===== src/sv/yrgb_pkg.sv =====
// ----------------------------------------------------------------------------
// yrgb_pkg
// Types and constants of the YCbCr 4:2:0 to RGB888 block converter.
// ----------------------------------------------------------------------------
package yrgb_pkg;

    localparam int SAMPLE_W = 8;
    localparam int PIXEL_W  = 24;
    localparam int PROD_W   = 17;   // constant times chroma magnitude, up to 587 * 128
    localparam int QUOT_W   = 8;    // largest quotient is floor(587 * 128 / 331) = 226
    localparam int OFF_W    = 10;   // signed channel offset
    localparam int SUM_W    = 11;   // signed luma plus offset

    // Coefficients as numerator over denominator.
    localparam int R_NUM   = 419;
    localparam int R_DEN   = 299;
    localparam int GCR_NUM = 299;
    localparam int GCR_DEN = 419;
    localparam int GCB_NUM = 114;
    localparam int GCB_DEN = 331;
    localparam int B_NUM   = 587;
    localparam int B_DEN   = 331;

    // Exact floor division of a PROD_W-bit value by a constant below 512:
    // multiply by ceil(2^SHIFT / den) and shift right by SHIFT.
    localparam int RECIP_SHIFT = PROD_W + 9;
    localparam int RECIP_W     = 18;
    localparam int MULT_W      = PROD_W + RECIP_W;
    localparam int R_RECIP   = ((2 ** RECIP_SHIFT) + R_DEN - 1) / R_DEN;
    localparam int GCR_RECIP = ((2 ** RECIP_SHIFT) + GCR_DEN - 1) / GCR_DEN;
    localparam int GCB_RECIP = ((2 ** RECIP_SHIFT) + GCB_DEN - 1) / GCB_DEN;
    localparam int B_RECIP   = ((2 ** RECIP_SHIFT) + B_DEN - 1) / B_DEN;

    localparam logic [SAMPLE_W-1:0] CHROMA_BIAS = 8'd128;
    localparam logic [SAMPLE_W-1:0] CHANNEL_MAX = 8'd255;

    // Quotient magnitudes and chroma signs leaving the offset unit.
    typedef struct packed {
        logic              cr_neg;
        logic              cb_neg;
        logic [QUOT_W-1:0] q_r;
        logic [QUOT_W-1:0] q_gcr;
        logic [QUOT_W-1:0] q_gcb;
        logic [QUOT_W-1:0] q_b;
    } quot_t;

    // Signed channel offsets shared by the four pixel lanes.
    typedef struct packed {
        logic signed [OFF_W-1:0] r;
        logic signed [OFF_W-1:0] g;
        logic signed [OFF_W-1:0] b;
    } chan_off_t;

endpackage


===== src/sv/yrgb_offset.sv =====
// ----------------------------------------------------------------------------
// yrgb_offset
// Two-stage chroma offset unit: constant products, then reciprocal division.
// ----------------------------------------------------------------------------
module yrgb_offset
(
    input  logic                          clk,
    input  logic                          load_prod,
    input  logic                          load_quot,
    input  logic [yrgb_pkg::SAMPLE_W-1:0] chroma_red,
    input  logic [yrgb_pkg::SAMPLE_W-1:0] chroma_blue,
    output yrgb_pkg::quot_t               quot
);

    logic [yrgb_pkg::SAMPLE_W-1:0] cr_mag;
    logic [yrgb_pkg::SAMPLE_W-1:0] cb_mag;
    logic                          cr_neg_next;
    logic                          cb_neg_next;

    logic [yrgb_pkg::PROD_W-1:0] p_r_reg, p_r_next;
    logic [yrgb_pkg::PROD_W-1:0] p_gcr_reg, p_gcr_next;
    logic [yrgb_pkg::PROD_W-1:0] p_gcb_reg, p_gcb_next;
    logic [yrgb_pkg::PROD_W-1:0] p_b_reg, p_b_next;
    logic                        cr_neg_reg, cb_neg_reg;

    yrgb_pkg::quot_t quot_reg, quot_next;

    // The sign of C - 128 is the inverted top bit; the magnitude is at most 128.
    always_comb
    begin
        cr_neg_next = ~chroma_red[yrgb_pkg::SAMPLE_W-1];
        cb_neg_next = ~chroma_blue[yrgb_pkg::SAMPLE_W-1];
        cr_mag = cr_neg_next ? (yrgb_pkg::CHROMA_BIAS - chroma_red)
                             : (chroma_red - yrgb_pkg::CHROMA_BIAS);
        cb_mag = cb_neg_next ? (yrgb_pkg::CHROMA_BIAS - chroma_blue)
                             : (chroma_blue - yrgb_pkg::CHROMA_BIAS);

        p_r_next   = yrgb_pkg::PROD_W'(yrgb_pkg::R_NUM) * yrgb_pkg::PROD_W'(cr_mag);
        p_gcr_next = yrgb_pkg::PROD_W'(yrgb_pkg::GCR_NUM) * yrgb_pkg::PROD_W'(cr_mag);
        p_gcb_next = yrgb_pkg::PROD_W'(yrgb_pkg::GCB_NUM) * yrgb_pkg::PROD_W'(cb_mag);
        p_b_next   = yrgb_pkg::PROD_W'(yrgb_pkg::B_NUM) * yrgb_pkg::PROD_W'(cb_mag);
    end

    always_comb
    begin
        quot_next.cr_neg = cr_neg_reg;
        quot_next.cb_neg = cb_neg_reg;
        quot_next.q_r    = yrgb_pkg::QUOT_W'(
            (yrgb_pkg::MULT_W'(p_r_reg) * yrgb_pkg::MULT_W'(yrgb_pkg::R_RECIP))
            >> yrgb_pkg::RECIP_SHIFT);
        quot_next.q_gcr  = yrgb_pkg::QUOT_W'(
            (yrgb_pkg::MULT_W'(p_gcr_reg) * yrgb_pkg::MULT_W'(yrgb_pkg::GCR_RECIP))
            >> yrgb_pkg::RECIP_SHIFT);
        quot_next.q_gcb  = yrgb_pkg::QUOT_W'(
            (yrgb_pkg::MULT_W'(p_gcb_reg) * yrgb_pkg::MULT_W'(yrgb_pkg::GCB_RECIP))
            >> yrgb_pkg::RECIP_SHIFT);
        quot_next.q_b    = yrgb_pkg::QUOT_W'(
            (yrgb_pkg::MULT_W'(p_b_reg) * yrgb_pkg::MULT_W'(yrgb_pkg::B_RECIP))
            >> yrgb_pkg::RECIP_SHIFT);
    end

    // Payload only; the valid bits live in the top level.
    always_ff @(posedge clk)
    begin
        if (load_prod)
        begin
            p_r_reg    <= p_r_next;
            p_gcr_reg  <= p_gcr_next;
            p_gcb_reg  <= p_gcb_next;
            p_b_reg    <= p_b_next;
            cr_neg_reg <= cr_neg_next;
            cb_neg_reg <= cb_neg_next;
        end
        if (load_quot)
        begin
            quot_reg <= quot_next;
        end
    end

    assign quot = quot_reg;

endmodule


===== src/sv/yrgb_lane.sv =====
// ----------------------------------------------------------------------------
// yrgb_lane
// One pixel lane: adds the channel offsets to a luma sample, clamps, packs.
// ----------------------------------------------------------------------------
module yrgb_lane
(
    input  logic [yrgb_pkg::SAMPLE_W-1:0] luma,
    input  yrgb_pkg::chan_off_t           offs,
    output logic [yrgb_pkg::PIXEL_W-1:0]  pixel
);

    function automatic logic [yrgb_pkg::SAMPLE_W-1:0] clamp_add(
        input logic [yrgb_pkg::SAMPLE_W-1:0] y,
        input logic signed [yrgb_pkg::OFF_W-1:0] off
    );
        logic signed [yrgb_pkg::SUM_W-1:0] sum;
        logic [yrgb_pkg::SAMPLE_W-1:0]     res;
        sum = $signed({3'b000, y}) + yrgb_pkg::SUM_W'(off);
        if (sum[yrgb_pkg::SUM_W-1])
        begin
            res = '0;
        end
        else if (sum[yrgb_pkg::SUM_W-2:yrgb_pkg::SAMPLE_W] != '0)
        begin
            res = yrgb_pkg::CHANNEL_MAX;
        end
        else
        begin
            res = sum[yrgb_pkg::SAMPLE_W-1:0];
        end
        return res;
    endfunction

    assign pixel = {clamp_add(luma, offs.r), clamp_add(luma, offs.g),
                    clamp_add(luma, offs.b)};

endmodule


===== src/sv/yuv420_to_rgb_block.sv =====
// ----------------------------------------------------------------------------
// yuv420_to_rgb_block
// Converts one 2x2 luma block with shared Cr/Cb into four packed RGB pixels.
// ----------------------------------------------------------------------------
//  Channel   Direction  Signals                 Payload
//  s_axis    in         tvalid, tready, tdata   Cr, Cb and four luma samples
//  m_axis    out        tvalid, tready, tdata   four 24-bit RGB pixels
//
//  One block enters per clock while s_tready is high; it passes three register
//  stages (product, reciprocal multiply, lanes and merge) and can leave once
//  it reaches the last. The pipeline advances stage by stage, so bubbles
//  collapse under stall and input is still taken while a finished
//  transaction waits at the output, until all three stages are full.
//  rst_n clears the stage valid bits asynchronously; data registers hold.
// ----------------------------------------------------------------------------
module yuv420_to_rgb_block
(
    input  logic        clk,
    input  logic        rst_n,
    input  logic        s_tvalid,
    output logic        s_tready,
    // chroma_red, chroma_blue, luma_top_left, luma_top_right,
    // luma_bottom_left, luma_bottom_right (8 bits each)
    input  logic [47:0] s_tdata,
    output logic        m_tvalid,
    input  logic        m_tready,
    // pixel_top_left, pixel_top_right, pixel_bottom_left,
    // pixel_bottom_right (24 bits each)
    output logic [95:0] m_tdata
);

    localparam int LANES = 4;
    localparam int SW    = yrgb_pkg::SAMPLE_W;
    localparam int PW    = yrgb_pkg::PIXEL_W;

    logic v1_reg, v1_next;
    logic v2_reg, v2_next;
    logic v3_reg, v3_next;
    logic ready1, ready2, ready3;
    logic load1, load2;

    logic [SW-1:0] luma1_reg [LANES];
    logic [SW-1:0] luma2_reg [LANES];
    logic [PW-1:0] pix_next  [LANES];
    logic [LANES*PW-1:0] out_reg, out_next;

    yrgb_pkg::quot_t     quot;
    yrgb_pkg::chan_off_t offs;
    logic signed [yrgb_pkg::OFF_W-1:0] q_r, q_gcr, q_gcb, q_b;

    // Each stage moves on when the next one is empty or moving itself.
    assign ready3 = !v3_reg || m_tready;
    assign ready2 = !v2_reg || ready3;
    assign ready1 = !v1_reg || ready2;
    assign load1  = s_tvalid && ready1;
    assign load2  = v1_reg && ready2;

    assign v1_next = ready1 ? s_tvalid : v1_reg;
    assign v2_next = ready2 ? v1_reg   : v2_reg;
    assign v3_next = ready3 ? v2_reg   : v3_reg;

    always_ff @(posedge clk or negedge rst_n)
    begin
        if (!rst_n)
        begin
            v1_reg <= 1'b0;
            v2_reg <= 1'b0;
            v3_reg <= 1'b0;
        end
        else
        begin
            v1_reg <= v1_next;
            v2_reg <= v2_next;
            v3_reg <= v3_next;
        end
    end

    yrgb_offset u_offset
    (
        .clk         (clk),
        .load_prod   (load1),
        .load_quot   (load2),
        .chroma_red  (s_tdata[SW-1:0]),
        .chroma_blue (s_tdata[2*SW-1:SW]),
        .quot        (quot)
    );

    always_ff @(posedge clk)
    begin
        for (int i = 0; i < LANES; i++)
        begin
            if (load1)
            begin
                luma1_reg[i] <= s_tdata[(i+2)*SW +: SW];
            end
            if (load2)
            begin
                luma2_reg[i] <= luma1_reg[i];
            end
        end
    end

    // Turn magnitudes back into signed offsets; green carries two negated terms.
    always_comb
    begin
        q_r   = yrgb_pkg::OFF_W'(quot.q_r);
        q_gcr = yrgb_pkg::OFF_W'(quot.q_gcr);
        q_gcb = yrgb_pkg::OFF_W'(quot.q_gcb);
        q_b   = yrgb_pkg::OFF_W'(quot.q_b);
        offs.r = quot.cr_neg ? -q_r : q_r;
        offs.g = (quot.cr_neg ? q_gcr : -q_gcr) + (quot.cb_neg ? q_gcb : -q_gcb);
        offs.b = quot.cb_neg ? -q_b : q_b;
    end

    for (genvar g = 0; g < LANES; g++)
    begin : g_lane
        yrgb_lane u_lane
        (
            .luma  (luma2_reg[g]),
            .offs  (offs),
            .pixel (pix_next[g])
        );
    end

    // Merge the four lanes into the output register.
    always_comb
    begin
        for (int i = 0; i < LANES; i++)
        begin
            out_next[i*PW +: PW] = pix_next[i];
        end
    end

    always_ff @(posedge clk)
    begin
        if (v2_reg && ready3)
        begin
            out_reg <= out_next;
        end
    end

    assign s_tready = ready1;
    assign m_tvalid = v3_reg;
    assign m_tdata  = out_reg;

endmodule


===== config.mk =====
export PLATFORM = sky130hd
export DESIGN_NAME = yuv420_to_rgb_block
export DESIGN_NICKNAME = d
export VERILOG_FILES = /design/src/sv/yrgb_pkg.sv /design/src/sv/yrgb_offset.sv /design/src/sv/yrgb_lane.sv /design/src/sv/yuv420_to_rgb_block.sv
export SDC_FILE = /design/constraint.sdc
export NUM_CORES = 2
export LEC_CHECK = 0
export BUFFER_PORTS_ARGS = -buffer_cell sky130_fd_sc_hd__buf_4
export CORE_MARGIN = 2
export CORE_UTILIZATION = 45
export DETAILED_ROUTE_END_ITERATION = 12
export HOLD_SLACK_MARGIN = 0.06
export PLACE_DENSITY = 0.69
export SLEW_MARGIN = 20
export SYNTH_ARGS = -nofsm -noshare
export SYNTH_HDL_FRONTEND = slang
export SYNTH_SLANG_ARGS = --single-unit

===== constraint.sdc =====
create_clock -name clk -period 17.4 [get_ports clk]
set_input_delay 3.48 -clock clk [delete_from_list [all_inputs] [get_ports clk]]
set_output_delay 3.48 -clock clk [all_outputs]
set_load 0.05 [all_outputs]

==> load_flow_metrics.sql <==
INSERT INTO impl_metrics (metric_group, metric, value, unit) VALUES
('clock_network', 'tritoncts_clock_tree', 'done', ''),
('yosys', 'yosys-top-cells-count', 'sky130_fd_sc_hd__inv_1, sky130_fd_sc_hd__ha_1, sky130_fd_sc_hd__fa_1', ''),
('timing', 'finalCriticalPeriod', '8227', 'ps'),
('setup_path', 'timing.critical_path.from_type', 'input pin', ''),
('floorplan', 'chipWidth', '293.4', 'µm'),
('yosys', 'post_synth_main_area_contributors', 'sky130_fd_sc_hd__ha_1, sky130_fd_sc_hd__fa_1, sky130_fd_sc_hd__edfxtp_1, sky130_fd_sc_hd__inv_1, sky130_fd_sc_hd__xnor2_1', ''),
('timing', 'timing_worst_slew_pin_value', '1081', 'ps'),
('setup_path', 'timing.critical_path.slowest_cell_delay', '720', 'ps'),
('place', 'place_worst_setup_slack', '8582', 'ps'),
('layout', 'layout.cells.non_filler', '4796', ''),
('global_routing', 'grt_usage', '20.09', '%'),
('yosys', 'synth_edf_count', '256', ''),
('timing', 'layout_setup_ws', '9173', 'ps'),
('floorplan', 'num_rows', '106', ''),
('setup_path', 'crit_slowest_cell', 'sky130_fd_sc_hd__xor2_1', ''),
('timing', 'clock-skew-final', '28.29', 'ps'),
('setup_path', 'critPathRequiredTime', '17790', 'ps'),
('setup_path', 'r2r_start', 'u_offset.p_b_reg[9]', ''),
('routing', 'drt_iter0_drc', '1227', ''),
('job', 'maxCapViolations', '0', ''),
('place', 'place.port_buffers', '149', ''),
('routing', 'drt_wl_total', '84530', 'µm'),
('place', 'routabilityCongestion', '0.9071', ''),
('worst_hold_path', 'worst_hold_path_type', 'flop to flop', ''),
('layout', 'syn2layout_area_growth', '9.439', '%'),
('yosys', 'synth_fp_nets', '4831', ''),
('setup_path', 'cp.depth', '18', ''),
('global_routing', 'overflow', '0', ''),
('clock_network', 'numCtsBuffers', '31', ''),
('clock_network', 'cts.path.max_buffers', '3', ''),
('setup_path', 'type_of_the_setup_path_with_the_least_slack', 'input pin to flop', ''),
('setup_path', 'critical_path.n_buffers_inverters', '4', ''),
('clock_network', 'clk_pin_slew_worst_paths', '60', 'ps'),
('yosys', 'cell_area_after_synthesis', '37690', 'µm²'),
('routing', 'ant_nets', '0', ''),
('clock_network', 'cts_root_buffer', 'sky130_fd_sc_hd__clkbuf_16', ''),
('place', 'post-place-cells', '4736', ''),
('yosys', 'yosysMostFrequentCell', 'sky130_fd_sc_hd__inv_1', ''),
('setup_path', 'reg2reg_depth', '21', ''),
('clock_network', 'ctsHtreeMaxLevel', '1', ''),
('floorplan', 'dieHeight', '293.4', 'µm'),
('worst_hold_path', 'hold_path_startpoint', 'luma1_reg[2][1]', ''),
('yosys', 'synth_top_cell_by_area', 'sky130_fd_sc_hd__ha_1', ''),
('routing', 'drt_first_pass_iters', '7', ''),
('global_routing', 'grt_antenna_before_repair', '1', ''),
('yosys', 'instance_count_of_the_mapped_netlist', '3515', ''),
('setup_path', 'critPathMaxFanout', '9', ''),
('clock_network', 'worstSkewPairLatency', '620', 'ps'),
('clock_network', 'cts_post_setup_buffers_inserted', '0', ''),
('worst_hold_path', 'holdPathStages', '0', ''),
('setup_path', 'worstPathCellList', 'buf_4 > inv_1 > ha_1 > a31oi_1 > xor2_1 > ha_1 > inv_1 > fa_1 > fa_1 > inv_1 > fa_1 > ha_1 > a21o_1 > a31oi_1 > o21ai_0 > o41ai_1 > nor2_1 > a211oi_1', ''),
('routing', 'route.detailed.vias_per_inst', '5.253', ''),
('setup_path', 'cp.arrival', '8620', 'ps'),
('worst_hold_path', 'min_delay_worst_endpoint', 'luma2_reg[2][1]', ''),
('setup_path', 'timing.rr.end', 'u_offset.quot[7]', ''),
('yosys', 'yosys_register_bits', '259', ''),
('global_routing', 'largest_net_degree_at_the_start_of_global_routing', '66', ''),
('layout', 'largest_reg_flops', '96', ''),
('yosys', 'synth_cell_type_count', '75', ''),
('timing', 'report.final.hold_viol_count', '0', ''),
('setup_path', 'cpLargestDelayFamily', 'adder cells', ''),
('status', 'run_status', 'complete, no violations', ''),
('timing', 'min_period_over_period', '47.28', '%'),
('floorplan', 'floorplan.initialDensity', '45.25', '%'),
('routing', 'drt_drc_violations_left', '0', ''),
('yosys', 'synth.yosys.warnings', '0', ''),
('yosys', 'synth_sequential_area_ratio', '20.60', '%'),
('timing', 'grt_setup_unrepaired', 'false', ''),
('clock_network', 'cts_hold_buf', '0', ''),
('yosys', 'avgSynthCellArea', '10.72', 'µm²'),
('routing', 'route.detailed.wl_per_inst', '17.63', 'µm');
-- metal layers --
layer | GRT usage (%) | wire length (µm)
met1 | 28.05 | 38550
met2 | 33.10 | 38620
met3 | 2.284 | 4753
met4 | 5.575 | 2609
met5 | 0 | 0
-- cell type report --
type                    count  area [µm²]
fillers                  7445       42050
clock inverters            24       295.3
flip-flops and latches    259        7762
multi-input cells        2423       26800
repair buffers            158        1186
well taps                1080        1351
clock buffers              33       783.3
inverters                 816        3063
diodes                      3       7.507
-- logic make-up after synthesis --
| group | Yosys count | synth area share [%] |
|---|---|---|
| buffers and inverters | 833 | 8.323 |
| adder cells (fa/ha/maj) | 1264 | 51.33 |
| multiplexers | 7 | 0.1992 |
| AND/OR/NAND/NOR | 388 | 5.013 |
| XOR/XNOR | 201 | 4.711 |
| AO/OA/AOI/OAI | 563 | 9.830 |
| flip-flops | 259 | 20.60 |
-- worst max path at each step --
stage | to | slack (ps) | start
6_report | u_offset.p_b_reg[16] | 9170 | s_tdata[8]
5_1_grt | u_offset.p_b_reg[16] | 8800 | s_tdata[8]
4_1_cts | u_offset.p_b_reg[16] | 9210 | s_tdata[8]
3_5_place_dp | u_offset.p_b_reg[16] | 8580 | s_tdata[8]
3_3_place_gp | u_offset.p_b_reg[16] | 8810 | s_tdata[8]
2_1_floorplan | u_offset.p_r_reg[15] | 9470 | s_tdata[0]
-- metrics by stage --
| step | hold WS (ps) | instance area, µm² | util [%] |
|---|---|---|---|
| global placement | 401.0 | 40160 | 48.22 |
| CTS | 404.2 | 41240 | 49.51 |
| floorplan | 400.3 | 37690 | - |
| detailed placement | 405.2 | 40160 | 48.22 |
| finish | 405.8 | 41240 | 49.52 |
| global route | 418.4 | 41240 | 49.51 |
-- placed cells by master (no fill, tap or decap), types with 50 or more instances in the layout --
master	n
sky130_fd_sc_hd__nor3_1	50
sky130_fd_sc_hd__inv_1	816
sky130_fd_sc_hd__nor2_1	113
sky130_fd_sc_hd__xor2_1	80
sky130_fd_sc_hd__a21o_1	67
sky130_fd_sc_hd__fa_1	470
sky130_fd_sc_hd__edfxtp_1	256
sky130_fd_sc_hd__nand2_1	80
sky130_fd_sc_hd__a21oi_1	177
sky130_fd_sc_hd__buf_4	158
sky130_fd_sc_hd__ha_1	794
sky130_fd_sc_hd__xnor2_1	119
sky130_fd_sc_hd__o21ai_0	90
Power is not shown: default switching activity piles up to over one toggle a cycle in this logic, so the estimate is an artifact.
